## config.mk

```make
export PLATFORM = sky130hd
export DESIGN_NAME = cec_bit_waveform_encoder
export DESIGN_NICKNAME = d
export VERILOG_FILES = /design/src/rtl/cbwe_pkg.sv /design/src/rtl/cec_bit_waveform_encoder.sv /design/src/rtl/cbwe_cell.sv /design/src/rtl/cbwe_seg_emit.sv
export SDC_FILE = /design/constraint.sdc
export NUM_CORES = 1
export LEC_CHECK = 0
export BUFFER_PORTS_ARGS = -buffer_cell sky130_fd_sc_hd__buf_4
export CAP_MARGIN = 20
export CORE_MARGIN = 1.5
export CORE_UTILIZATION = 40
export DETAILED_ROUTE_END_ITERATION = 10
export PLACE_DENSITY_LB_ADDON = 0.12
export SLEW_MARGIN = 10
export SYNTH_ARGS = -nofsm -noshare
export SYNTH_HDL_FRONTEND = slang
export SYNTH_SLANG_ARGS = --single-unit
```

## constraint.sdc

```tcl
create_clock -name clk_i -period 2 [get_ports clk_i]
set_clock_uncertainty 0.05 [all_clocks]
set_input_delay 0.3 -clock clk_i [delete_from_list [all_inputs] [get_ports clk_i]]
set_output_delay 0.3 -clock clk_i [all_outputs]
set_load 0.005 [all_outputs]
```

## src/rtl/cbwe_pkg.sv

```systemverilog
package cbwe_pkg;

  localparam int unsigned NumCells = 11;
  localparam int unsigned DataBits = 8;
  localparam int unsigned SlotW    = 6;

  typedef enum logic [0:0] {
    CFG_SLOT_MODE = 1'b0,
    CFG_ACK_LEVEL = 1'b1
  } cfg_idx_e;

  typedef enum logic [1:0] {
    KIND_NONE  = 2'd0,
    KIND_START = 2'd1,
    KIND_ONE   = 2'd2,
    KIND_ZERO  = 2'd3
  } bit_kind_e;

  typedef struct packed {
    bit_kind_e kind;
    logic      mode;
    logic      eor;
  } cell_t;

  typedef struct packed {
    logic [DataBits-1:0] data_byte;
    logic                last_byte;
  } in_t;

  typedef struct packed {
    logic             line_level;
    logic [SlotW-1:0] slot_count;
    logic             end_of_run;
  } out_t;

  function automatic logic [SlotW-1:0] seg_len(logic mode, bit_kind_e kind, logic phase);
    logic [SlotW-1:0] len;
    len = '0;
    case ({mode, phase})
      2'b00: begin
        case (kind)
          KIND_START: len = 6'd12;
          KIND_ONE:   len = 6'd2;
          KIND_ZERO:  len = 6'd5;
          default:    len = '0;
        endcase
      end
      2'b01: begin
        case (kind)
          KIND_START: len = 6'd3;
          KIND_ONE:   len = 6'd6;
          KIND_ZERO:  len = 6'd3;
          default:    len = '0;
        endcase
      end
      2'b10: begin
        case (kind)
          KIND_START: len = 6'd37;
          KIND_ONE:   len = 6'd6;
          KIND_ZERO:  len = 6'd15;
          default:    len = '0;
        endcase
      end
      default: begin
        case (kind)
          KIND_START: len = 6'd8;
          KIND_ONE:   len = 6'd18;
          KIND_ZERO:  len = 6'd9;
          default:    len = '0;
        endcase
      end
    endcase
    return len;
  endfunction

  function automatic bit_kind_e bit_kind(logic b);
    return b ? KIND_ONE : KIND_ZERO;
  endfunction

endpackage

```

## src/rtl/cec_bit_waveform_encoder.sv

```systemverilog
// An accepted byte is loaded into the bit cells; segments leave through a register.
// One segment per cycle unless stalled; a byte makes 20 segments, 22 opening a frame.
// The next byte is taken as the last bit cell of the row hands over its high segment.
// Reset (rst_ni low, asynchronous): bit cells empty, no segment pending,
// slot_mode and ack_level 0, next byte opens a frame.
module cec_bit_waveform_encoder
  import cbwe_pkg::*;
(
  input  logic       clk_i,
  input  logic       rst_ni,
  input  logic       cfg_we_i,
  input  logic [0:0] cfg_idx_i,
  input  logic [0:0] cfg_data_i,
  input  logic       in_valid_i,
  output logic       in_stall_o,
  input  in_t        in_data_i,
  output logic       out_valid_o,
  input  logic       out_stall_i,
  output out_t       out_data_o
);

  logic  slot_mode_q, ack_level_q, frame_open_q;
  cell_t cells   [NumCells];
  cell_t next_val[NumCells];
  cell_t load_vec[NumCells];
  logic  advance, accept;

  always_ff @(posedge clk_i or negedge rst_ni) begin
    if (!rst_ni) begin
      slot_mode_q <= 1'b0;
      ack_level_q <= 1'b0;
    end else if (cfg_we_i) begin
      unique case (cfg_idx_e'(cfg_idx_i))
        CFG_SLOT_MODE: slot_mode_q <= cfg_data_i[0];
        CFG_ACK_LEVEL: ack_level_q <= cfg_data_i[0];
        default: ;
      endcase
    end
  end

  assign in_stall_o = !((cells[0].kind == KIND_NONE) ||
                        (advance && (cells[1].kind == KIND_NONE)));
  assign accept     = in_valid_i && !in_stall_o;

  always_ff @(posedge clk_i or negedge rst_ni) begin
    if (!rst_ni) begin
      frame_open_q <= 1'b0;
    end else if (accept) begin
      frame_open_q <= !in_data_i.last_byte;
    end
  end

  always_comb begin
    for (int k = 0; k < NumCells; k++) begin
      load_vec[k] = '0;
    end
    if (!frame_open_q) begin
      load_vec[0] = '{kind: KIND_START, mode: slot_mode_q, eor: 1'b0};
      for (int j = 0; j < DataBits; j++) begin
        load_vec[j+1] = '{kind: bit_kind(in_data_i.data_byte[DataBits-1-j]),
                          mode: slot_mode_q, eor: 1'b0};
      end
      load_vec[DataBits+1] = '{kind: bit_kind(in_data_i.last_byte),
                               mode: slot_mode_q, eor: 1'b0};
      load_vec[DataBits+2] = '{kind: bit_kind(ack_level_q),
                               mode: slot_mode_q, eor: 1'b1};
    end else begin
      for (int j = 0; j < DataBits; j++) begin
        load_vec[j] = '{kind: bit_kind(in_data_i.data_byte[DataBits-1-j]),
                        mode: slot_mode_q, eor: 1'b0};
      end
      load_vec[DataBits]   = '{kind: bit_kind(in_data_i.last_byte),
                               mode: slot_mode_q, eor: 1'b0};
      load_vec[DataBits+1] = '{kind: bit_kind(ack_level_q),
                               mode: slot_mode_q, eor: 1'b1};
    end
  end

  for (genvar g = 0; g < NumCells; g++) begin : g_cell
    if (g == NumCells - 1) begin : g_tail
      assign next_val[g] = '0;
    end else begin : g_mid
      assign next_val[g] = cells[g+1];
    end

    cbwe_cell u_cell (
      .clk_i      (clk_i),
      .rst_ni     (rst_ni),
      .load_i     (accept),
      .shift_i    (advance),
      .load_val_i (load_vec[g]),
      .next_val_i (next_val[g]),
      .val_o      (cells[g])
    );
  end

  cbwe_seg_emit u_emit (
    .clk_i       (clk_i),
    .rst_ni      (rst_ni),
    .head_i      (cells[0]),
    .out_stall_i (out_stall_i),
    .out_valid_o (out_valid_o),
    .out_data_o  (out_data_o),
    .advance_o   (advance)
  );

endmodule

```

## src/rtl/cbwe_cell.sv

```systemverilog
module cbwe_cell
  import cbwe_pkg::*;
(
  input  logic  clk_i,
  input  logic  rst_ni,
  input  logic  load_i,
  input  logic  shift_i,
  input  cell_t load_val_i,
  input  cell_t next_val_i,
  output cell_t val_o
);

  cell_t val_d, val_q;

  always_comb begin
    val_d = val_q;
    if (load_i) begin
      val_d = load_val_i;
    end else if (shift_i) begin
      val_d = next_val_i;
    end
  end

  always_ff @(posedge clk_i or negedge rst_ni) begin
    if (!rst_ni) begin
      val_q <= '0;
    end else begin
      val_q <= val_d;
    end
  end

  assign val_o = val_q;

endmodule

```

## src/rtl/cbwe_seg_emit.sv

```systemverilog
module cbwe_seg_emit
  import cbwe_pkg::*;
(
  input  logic  clk_i,
  input  logic  rst_ni,
  input  cell_t head_i,
  input  logic  out_stall_i,
  output logic  out_valid_o,
  output out_t  out_data_o,
  output logic  advance_o
);

  logic phase_d, phase_q;
  logic valid_d, valid_q;
  out_t data_d, data_q;
  logic can_load, emit;

  assign can_load  = !valid_q || !out_stall_i;
  assign emit      = can_load && (head_i.kind != KIND_NONE);
  assign advance_o = emit && phase_q;

  always_comb begin
    phase_d = phase_q;
    valid_d = valid_q;
    data_d  = data_q;
    if (emit) begin
      phase_d            = !phase_q;
      valid_d            = 1'b1;
      data_d.line_level  = phase_q;
      data_d.slot_count  = seg_len(head_i.mode, head_i.kind, phase_q);
      data_d.end_of_run  = phase_q & head_i.eor;
    end else if (can_load) begin
      valid_d = 1'b0;
    end
  end

  always_ff @(posedge clk_i or negedge rst_ni) begin
    if (!rst_ni) begin
      phase_q <= 1'b0;
      valid_q <= 1'b0;
    end else begin
      phase_q <= phase_d;
      valid_q <= valid_d;
    end
  end

  always_ff @(posedge clk_i) begin
    data_q <= data_d;
  end

  assign out_valid_o = valid_q;
  assign out_data_o  = data_q;

endmodule

```

== Word level (Yosys, flattened, before mapping) ==
Index checks and enable logic that the tools add are counted.

* Eq/ne operators: 5
* Shifts and indexed selects: 0
* Add/subtract/negate cells: 0
* Div/mod/pow operators: 0
* Multiplexer cells: 41
* Multiply operators: 0
* Bitwise logic cells: 2
* Reductions and logical operators: 20
* $lt $le $gt $ge: 0

{| class="wikitable"
|+ Operators by type and width
! kind !! count
|-
| 4-bit 2-to-1 mux || 23
|-
| 40-bit 2-to-1 mux || 1
|-
| 6-bit case mux with 3 select lines || 2
|-
| 5-bit case mux with 3 select lines || 1
|-
| 1-bit 2-to-1 mux || 12
|-
| 4-bit case mux with 3 select lines || 1
|-
| 2-bit == test (second input constant) || 3
|-
| 2-bit logical NOT || 3
|-
| 3-bit case mux with 2 select lines || 1
|-
| 2-bit nonzero test || 3
|-
| 1-bit logical NOT || 5
|-
| 2-bit by 1-bit == test with 1-bit output (second input constant) || 2
|-
| 1-bit logical AND || 4
|-
| 2-bit AND reduction || 2
|-
| 1-bit logical OR || 2
|-
| 2-bit OR reduction || 1
|-
| 1-bit AND || 1
|-
| 1-bit inverter || 1
|}

* Latch bits: 0
* Memories kept: 0
* Bits of input ports: 16
* Logic and storage cells: 109
* ROM bits: 0
* Bits in writable memories: 0
* Output and inout bits: 10
* Register bits: 57

== Logic depth before layout (Yosys ltp) ==
Gate-level depths: netlist of run 1.

* Depth after elaboration: 8
* Mapped depth: 6
* Depth with buffers taken out: 4

== Cells and area by module ==
Synthesis of run 1 repeated with hierarchy kept, for this count alone.

* Cells, all modules: 249
* Area total of the unflattened synthesis: 2756.4 µm²

{| class="wikitable"
|+ By module, submodules not included
! module !! area an instance (µm²) !! instances !! sequential area each (µm²) !! cells an instance
|-
| cbwe_cell || 186.4 || 11 || 100.1 || 17
|-
| cbwe_seg_emit || 430.4 || 1 || 290.3 || 33
|-
| cec_bit_waveform_encoder || 275.3 || 1 || 75.1 || 29
|}

== Worst setup path after synthesis of run 1 ==
No wires, ideal clock.

* Path type: register to output
* From: reg g_cell[0].u_cell.val_q (netlist bit g_cell[0].u_cell.val_o[2])
* To: out in_stall_o
* Path slack: 527 ps
* Data required time: 1650 ps
* Buffers on the path: 2
* Stages on the path, launching flop included: 6
* Data arrival time: 1123 ps
* Cells stage by stage: dfrtp_1 o2bb2ai_2 buf_6 nor2_1 buf_6 a21oi_1

* Longest elaborated chain between the ends: 6
* Elaborated cells between the ends (all ways): 7
* Classes of those cells: reduce/logical (7)

{| class="wikitable"
|+ RTL lines
! what !! line !! text
|-
| start, declared || cbwe_cell.sv:13 || <nowiki>cell_t val_d, val_q;</nowiki>
|-
| start signal, assigned || cbwe_cell.sv:28 || <nowiki>val_q <= val_d;</nowiki>
|-
| 2-bit nonzero test || cbwe_seg_emit.sv:19 || <nowiki>assign emit = can_load && (head_i.kind != KIND_NONE);</nowiki>
|-
| 1-bit logical AND || cbwe_seg_emit.sv:19 ||
|-
| 1-bit logical AND || cbwe_seg_emit.sv:20 || <nowiki>assign advance_o = emit && phase_q;</nowiki>
|-
| 1-bit logical AND || cec_bit_waveform_encoder.sv:42 || <nowiki>(advance && (cells[1].kind == KIND_NONE)));</nowiki>
|-
| 1-bit logical OR * || cec_bit_waveform_encoder.sv:41 || <nowiki>assign in_stall_o = !((cells[0].kind == KIND_NONE) ||</nowiki>
|-
| 1-bit logical NOT * || cec_bit_waveform_encoder.sv:41 ||
|-
| end, declared || cec_bit_waveform_encoder.sv:15 || <nowiki>output logic in_stall_o,</nowiki>
|}

Mark *: on every way between the ends. The rest lies on a longest branch, timed or not.

== Worst setup path in the final report of run 1 ==
* From: reg u_emit.valid_q, in the netlist u_emit.out_valid_o
* To: reg g_cell[1].u_cell.val_q (netlist bit g_cell[1].u_cell.val_o[1])

* Longest elaborated chain between the ends: 8
* Elaborated cells between the ends (all ways): 9
* Classes of those cells: mux (1); reduce/logical (8)

{| class="wikitable"
|+ RTL lines
! what !! line !! text
|-
| start, declared || cbwe_seg_emit.sv:14 || <nowiki>logic valid_d, valid_q;</nowiki>
|-
| start signal, assigned || cbwe_seg_emit.sv:43 || <nowiki>valid_q <= valid_d;</nowiki>
|-
| 1-bit logical NOT * || cbwe_seg_emit.sv:18 || <nowiki>assign can_load = !valid_q || !out_stall_i;</nowiki>
|-
| 1-bit logical OR * || cbwe_seg_emit.sv:18 ||
|-
| 1-bit logical AND * || cbwe_seg_emit.sv:19 ||
|-
| 1-bit logical AND * || cbwe_seg_emit.sv:20 ||
|-
| 1-bit logical AND || cec_bit_waveform_encoder.sv:42 ||
|-
| 1-bit logical OR || cec_bit_waveform_encoder.sv:41 ||
|-
| 1-bit logical AND || cec_bit_waveform_encoder.sv:43 || <nowiki>assign accept = in_valid_i && !in_stall_o;</nowiki>
|-
| 4-bit 2-to-1 mux / 2-bit nonzero test (equally long branches) || n/a ||
|-
| end signal, assigned || cbwe_cell.sv:28 ||
|-
| end, declared || cbwe_cell.sv:13 ||
|}

Marked as above.
A chain may end at the register's enable or synchronous reset.

==> flow_summary.ini, run 1 <==
[detailed_routing]
drt_iter0_drc = 111
drc = 1
wire_per_inst_um = 16.5
dr.pass1.iters = 7
via_count = 1932
drt-met1-wl_um = 2710
ant_nets = 0
dr.max_layer_used = met4
viasPerCell = 5.78
totalWireLength_um = 5510
dr_wl_met3_um = 214
wl_met2_um = 2530

[power_and_ir_drop]
p_comb_frac = 0.430
pwr-share-clk = 0.147
power.total_w = 0.00465
switchingPower_w = 0.00174
p_int_w = 0.00290
switching_share = 0.375
seq_power_share = 0.423
ir_worst_vdd_uv = 686
power_per_cell_area_mw_per_mm2 = 1540
p_leak_nw = 1.19

[synth]
syn_inst = 234
muxShareOfSynthArea = 0.0454
synth_top_cell_by_area = dfrtp_1
synth_area_leaders = dfrtp_1 44%, edfxtp_1 8.9%, mux2_2 4.2%
synthSimpleGateAreaFrac = 0.106
synth_cell_type_count = 43
syn_area_per_cell_um2 = 11.5
syn_area_mm2 = 0.00270
ys_seq_area_frac = 0.533
synth_compound_area_frac = 0.234
synth_top_family_by_area = compound AO/OA/AOI/OAI gates
synth_top_area_share = 0.444
synthXorXnorAreaFrac = 0.00972
synth_fa_ha_area_frac = 0
syn-num-nets = 250
synth-seq-cells = 56
ys_warn_count = 0
async_flop_share = 0.857
synth-edff-count = 8
ys.flop_type = dfrtp_1

[layout]
antenna_cells = 0
utilization = 0.470
design_area_mm2 = 0.00302
area_growth_pct = 11.8
fill_cells = 619
final_nets = 272
final_layout_size_suffix_gt1_frac = 0.288

[critical_path]
cp_top_family = buffers and inverters
worst_path_max_delay_cell = dfrtp_1
timing.reg2reg.setup_slack_ns = 0.15
crit_required_ns = 2.15
regToRegStartpoint = u_emit.out_valid_o
crit_fanout = 20
critPathLaunchType = register
end_kind = register
critical_path.cell_chain = o2bb2ai_2 > buf_4 > inv_2 > nand3_2 > o221a_2
reg2reg_depth = 5
arrival_ns = 2.00
max_stage_delay_ns = 0.41
reg2reg_to = g_cell[1].u_cell.val_o[1]
critPathBufInv = 2
criticalPathCategory = register to register

[floorplan]
fp-row-count = 29
start_util = 0.421
io_pins = 26
fp.dieW_um = 85.2
die_h_um = 85.2
die_area_mm2 = 0.00726
placeableCoreArea_mm2 = 0.00642

[sta]
fin_ws_ns = 0.149
rsz0062_at_grt = no
max_freq_mhz = 540
tightest_slew_ns = 0.610
hold_viol = 0
layout_min_cycle_time_ns = 1.85
slew_viol_final = 0
setup_viol_count_final = 0
period_share = 0.926
max_slew_margin = 0.593
fin_tns_setup_ns = 0

[placement]
numPortBuffers = 25
dpl.hpwl_um = 3440
place.gp.congestion = 0.722
pre_cts_ws_ns = 0.176
placedInstanceArea_mm2 = 0.00290

[clocking]
cts_setup_buffers = 0
htree_levels = 2
cts_buffers = 5
root_buffer = clkbuf_8
cts_tree = done
clock_path_buffers = 2
clk_pin_slew_ns = 0.10
cts.sinks = 56
clk_latency_ns = 0.31

[hold_path]
whs_endpoint = frame_open_q
holdPathStages = 2
min-delay-start = in_data_i[0]
hold_class = input pin to register

[global_route]
grt_pass1_vias = 1898
antenna_found_initial = 0
grt_pass1_wl_um = 9630
overflow = 0
grt_max_degree = 49
grtUsageTotal = 0.166

[run]
max-cap-violations = 0

[run_status]
status = finished, violations left
violations = design-rule violations
per-layer routing:
metal  vias up  track usage
met4         0       0.0447
met5         -            0
met3         5       0.0350
met1       947        0.234
met2        39        0.259
li1        941            -
per-stage QoR:
step                std cells  hold WS [ns]
floorplan                 234       -0.0456
global placement          325         0.314
detailed placement        325         0.313
CTS                       334         0.122
global route              334         0.130
finish                    334         0.132
kinds of logic after synthesis:
logic type | after synthesis
compound gates | 86
flops | 56
simple gates | 49
buf+inv | 29
mux | 11
xor+xnor | 3
power groups by stage:
stage	Clock [W]	Sequential [W]	Combinational (W)
floorplan	0	0.00193	0.00155
global route	0.000754	0.00203	0.00224
finish	0.000685	0.00196	0.00200
CTS	0.000705	0.00197	0.00200
global placement	0	0.00199	0.00197
detailed placement	0	0.00199	0.00199
repair_timing:
item / in CTS / in global routing
hold endpoints to repair: 48 / 0
gates resized for setup: 1 / 1
endpoints found under the setup margin: 1 / 1
hold buffers: 1 / 0
registers in the layout, indices dropped and copies added (netlist names):
signal               count
frame_open_q             1
ack_level_q              1
slot_mode_q              1
u_emit.out_valid_o       1
g_cell.u_cell.val_o     43
u_emit.out_data_o        8
u_emit.phase_q           1
final cells by class:
cell class / count / area, um2 / share of cell area
clock inverters: 1 / 5.00 / 0.00166
multi-input cells: 149 / 1070 / 0.356
repair buffers: 37 / 280 / 0.0928
well taps: 77 / 96.3 / 0.0319
clock buffers: 7 / 97.6 / 0.0323
inverters: 7 / 26.3 / 0.00870
flip-flops and latches: 56 / 1440 / 0.477
synth_stat cells, drive strengths merged (6+ instances only):
| cell type | instances |
|---|---|
| a211oi | 9 |
| a21oi | 22 |
| a221oi | 10 |
| buf | 14 |
| clkbuf | 8 |
| dfrtp | 48 |
| edfxtp | 8 |
| inv | 7 |
| mux2 | 10 |
| nand2 | 6 |
| nand4 | 9 |
| nor2 | 14 |
| nor4 | 9 |
| o21ai | 21 |
| o221a | 10 |
how the worst max path moves through the flow:
| stage | from | to | slack (ns) | cells after the start |
|---|---|---|---|---|
| 2_1_floorplan | g_cell[0].u_cell.val_o[2] | in_stall_o | 0.53 | 5 |
| 3_3_place_gp | out_stall_i | in_stall_o | 0.15 | 5 |
| 3_5_place_dp | out_stall_i | g_cell[1].u_cell.val_o[1] | 0.18 | 6 |
| 4_1_cts | u_emit.out_valid_o | in_stall_o | 0.09 | 4 |
| 5_1_grt | u_emit.out_valid_o | g_cell[9].u_cell.val_o[1] | 0.01 | 5 |
| 6_report | u_emit.out_valid_o | g_cell[1].u_cell.val_o[1] | 0.15 | 5 |
cell usage in the layout, fill, tap and decap left out, drive strengths merged, types with 6 or more instances in the layout:
cell type	instances
o21ai	21
nor2	14
a211oi	9
mux2	10
nor4	9
nand4	9
clkbuf	7
o221a	10
inv	7
a221oi	10
nand2	6
edfxtp	8
dfrtp	48
buf	36
a21oi	22
No activity file was read; power rests on OpenSTA's default activity.
==> inputs of run 2 (changes only) <==
- CORE_ASPECT_RATIO: default -> 1.4
- CTS_CLUSTER_SIZE: default -> 8
==> flow_summary.ini, run 2 (same netlist as run 1, synthesis figures left out) <==
[floorplan]
fp-row-count = 35
placeableCoreArea_mm2 = 0.00657
fp.dieW_um = 72.5
die_area_mm2 = 0.00727
io_pins = 26
die_h_um = 100
start_util = 0.411

[hold_path]
min-delay-start = in_data_i[0]
whs_endpoint = frame_open_q
hold_class = input pin to register
holdPathStages = 2

[global_route]
grtUsageTotal = 0.176
grt.met1_usage = 0.229
grt_max_degree = 49
grt_pass1_wl_um = 10100
gr-usage-met3 = 0.0311
busiest_layer = met2
grt_pass1_vias = 2076
overflow = 0
antenna_found_initial = 0
use_met2 = 0.293

[layout]
final_layout_size_suffix_gt1_frac = 0.289
finalNonFillerCells = 330
layout_commonest_cell = dfrtp_1
layout_common_cells = 48 x dfrtp_1, 35 x buf_4, 21 x a21oi_1
design_area_mm2 = 0.00300
final_nets = 271
area_growth_pct = 10.8
largest_reg_flops = 43
antenna_cells = 0

[detailed_routing]
wire_per_inst_um = 17.6
drt_iter0_drc = 164
via_count = 1990
ant_nets = 0
viasPerCell = 6.03
drc = 0
dr.pass1.iters = 4
totalWireLength_um = 5790

[clocking]
clk_latency_ns = 0.31
htree_levels = 2
cts_tree = done
cts_buffers = 5
cts.sinks = 56
root_buffer = clkbuf_8
clk_pin_slew_ns = 0.10
clock_path_buffers = 2

[critical_path]
end_kind = output port
reg2reg_to = g_cell[7].u_cell.val_o[3]
timing.reg2reg.setup_slack_ns = 0.21
crit_required_ns = 1.65
crit_fanout = 12
arrival_ns = 1.45
regToRegStartpoint = g_cell[0].u_cell.val_o[2]
reg2reg_depth = 6
critPathLaunchType = register
criticalPathCategory = register to output port

[sta]
fin_tns_setup_ns = 0
max_slew_margin = 0.571
rsz0062_at_grt = no
tightest_slew_ns = 0.643
setup_viol_count_final = 0
layout_min_cycle_time_ns = 1.80
max_freq_mhz = 555
period_share = 0.900
hold_viol = 0
slew_viol_final = 0
fin_ws_ns = 0.199

[power_and_ir_drop]
p_leak_nw = 1.18
switchingPower_w = 0.00177
p_int_w = 0.00283
seq_power_share = 0.429
power_per_cell_area_mw_per_mm2 = 1530
pwr-share-clk = 0.135
ir_worst_vdd_uv = 554
switching_share = 0.385
p_comb_frac = 0.436

[placement]
pre_cts_ws_ns = 0.0703
placedInstanceArea_mm2 = 0.00289
dpl.hpwl_um = 3660
dp.cells = 321
numPortBuffers = 25
place.gp.congestion = 0.711

[run]
max-cap-violations = 0

[run_status]
status = finished clean
run 2: cell types whose count changed in the layout (fill, tap and decap cells not counted), sizes merged:
| cell | previous run | this run |
|---|---|---|
| clkbuf | 7 | 5 |
| clkinv | 1 | 3 |
| buf | 36 | 35 |
run 2: metal layers:
metal | part of all wire | up-vias
met5 | 0 | -
met4 | 0.016 | 0
met3 | 0.028 | 5
met2 | 0.50 | 33
met1 | 0.45 | 1013
li1 | - | 939
run 2: repair_timing:
action	CTS	global route
gates resized for setup	2	0
setup buffers	0	0
setup endpoints to repair	1	0
hold buffers	1	0
hold endpoints to repair	48	0
run 2: final cells by class:
cell class | instances | area (um2)
Sequential cell | 56 | 1440
Clock buffer | 5 | 68.8
Clock inverter | 3 | 18.8
Timing Repair Buffer | 36 | 273
Multi-Input combinational cell | 149 | 1070
Inverter | 7 | 26.3
Tap cell | 74 | 92.6
Fill cell | 618 | 3570
run 2: critical path: stages (launching register included):
cell	delay [ns]
dfrtp_1	0.42
o2bb2ai_2	0.15
nor2_4	0.28
a21oi_1	0.13
buf_4	0.15
run 2: how the worst max path moves through the flow:
| stage | from | endpoint | slack [ns] |
|---|---|---|---|
| 2_1_floorplan | g_cell[0].u_cell.val_o[2] | in_stall_o | 0.53 |
| 3_3_place_gp | out_stall_i | in_stall_o | 0.11 |
| 3_5_place_dp | out_stall_i | in_stall_o | 0.07 |
| 4_1_cts | u_emit.out_valid_o | in_stall_o | 0.17 |
| 5_1_grt | u_emit.out_valid_o | in_stall_o | 0.11 |
| 6_report | u_emit.out_valid_o | in_stall_o | 0.20 |
run 2: power by group through the flow:
stage,Sequential (W),Clock [W],Combinational [W]
floorplan,0.00193,0,0.00155
finish,0.00197,0.000620,0.00200
detailed placement,0.00200,0,0.00200
global route,0.00205,0.000686,0.00222
global placement,0.00199,0,0.00197
CTS,0.00198,0.000651,0.00202
run 2: metrics by stage:
stage,utilization,total power (W),hold WS (ns)
global route,0.456,0.00496,0.107
floorplan,-,0.00347,-0.0456
finish,0.456,0.00460,0.112
CTS,0.456,0.00465,0.102
global placement,0.440,0.00396,0.312
detailed placement,0.440,0.00400,0.315
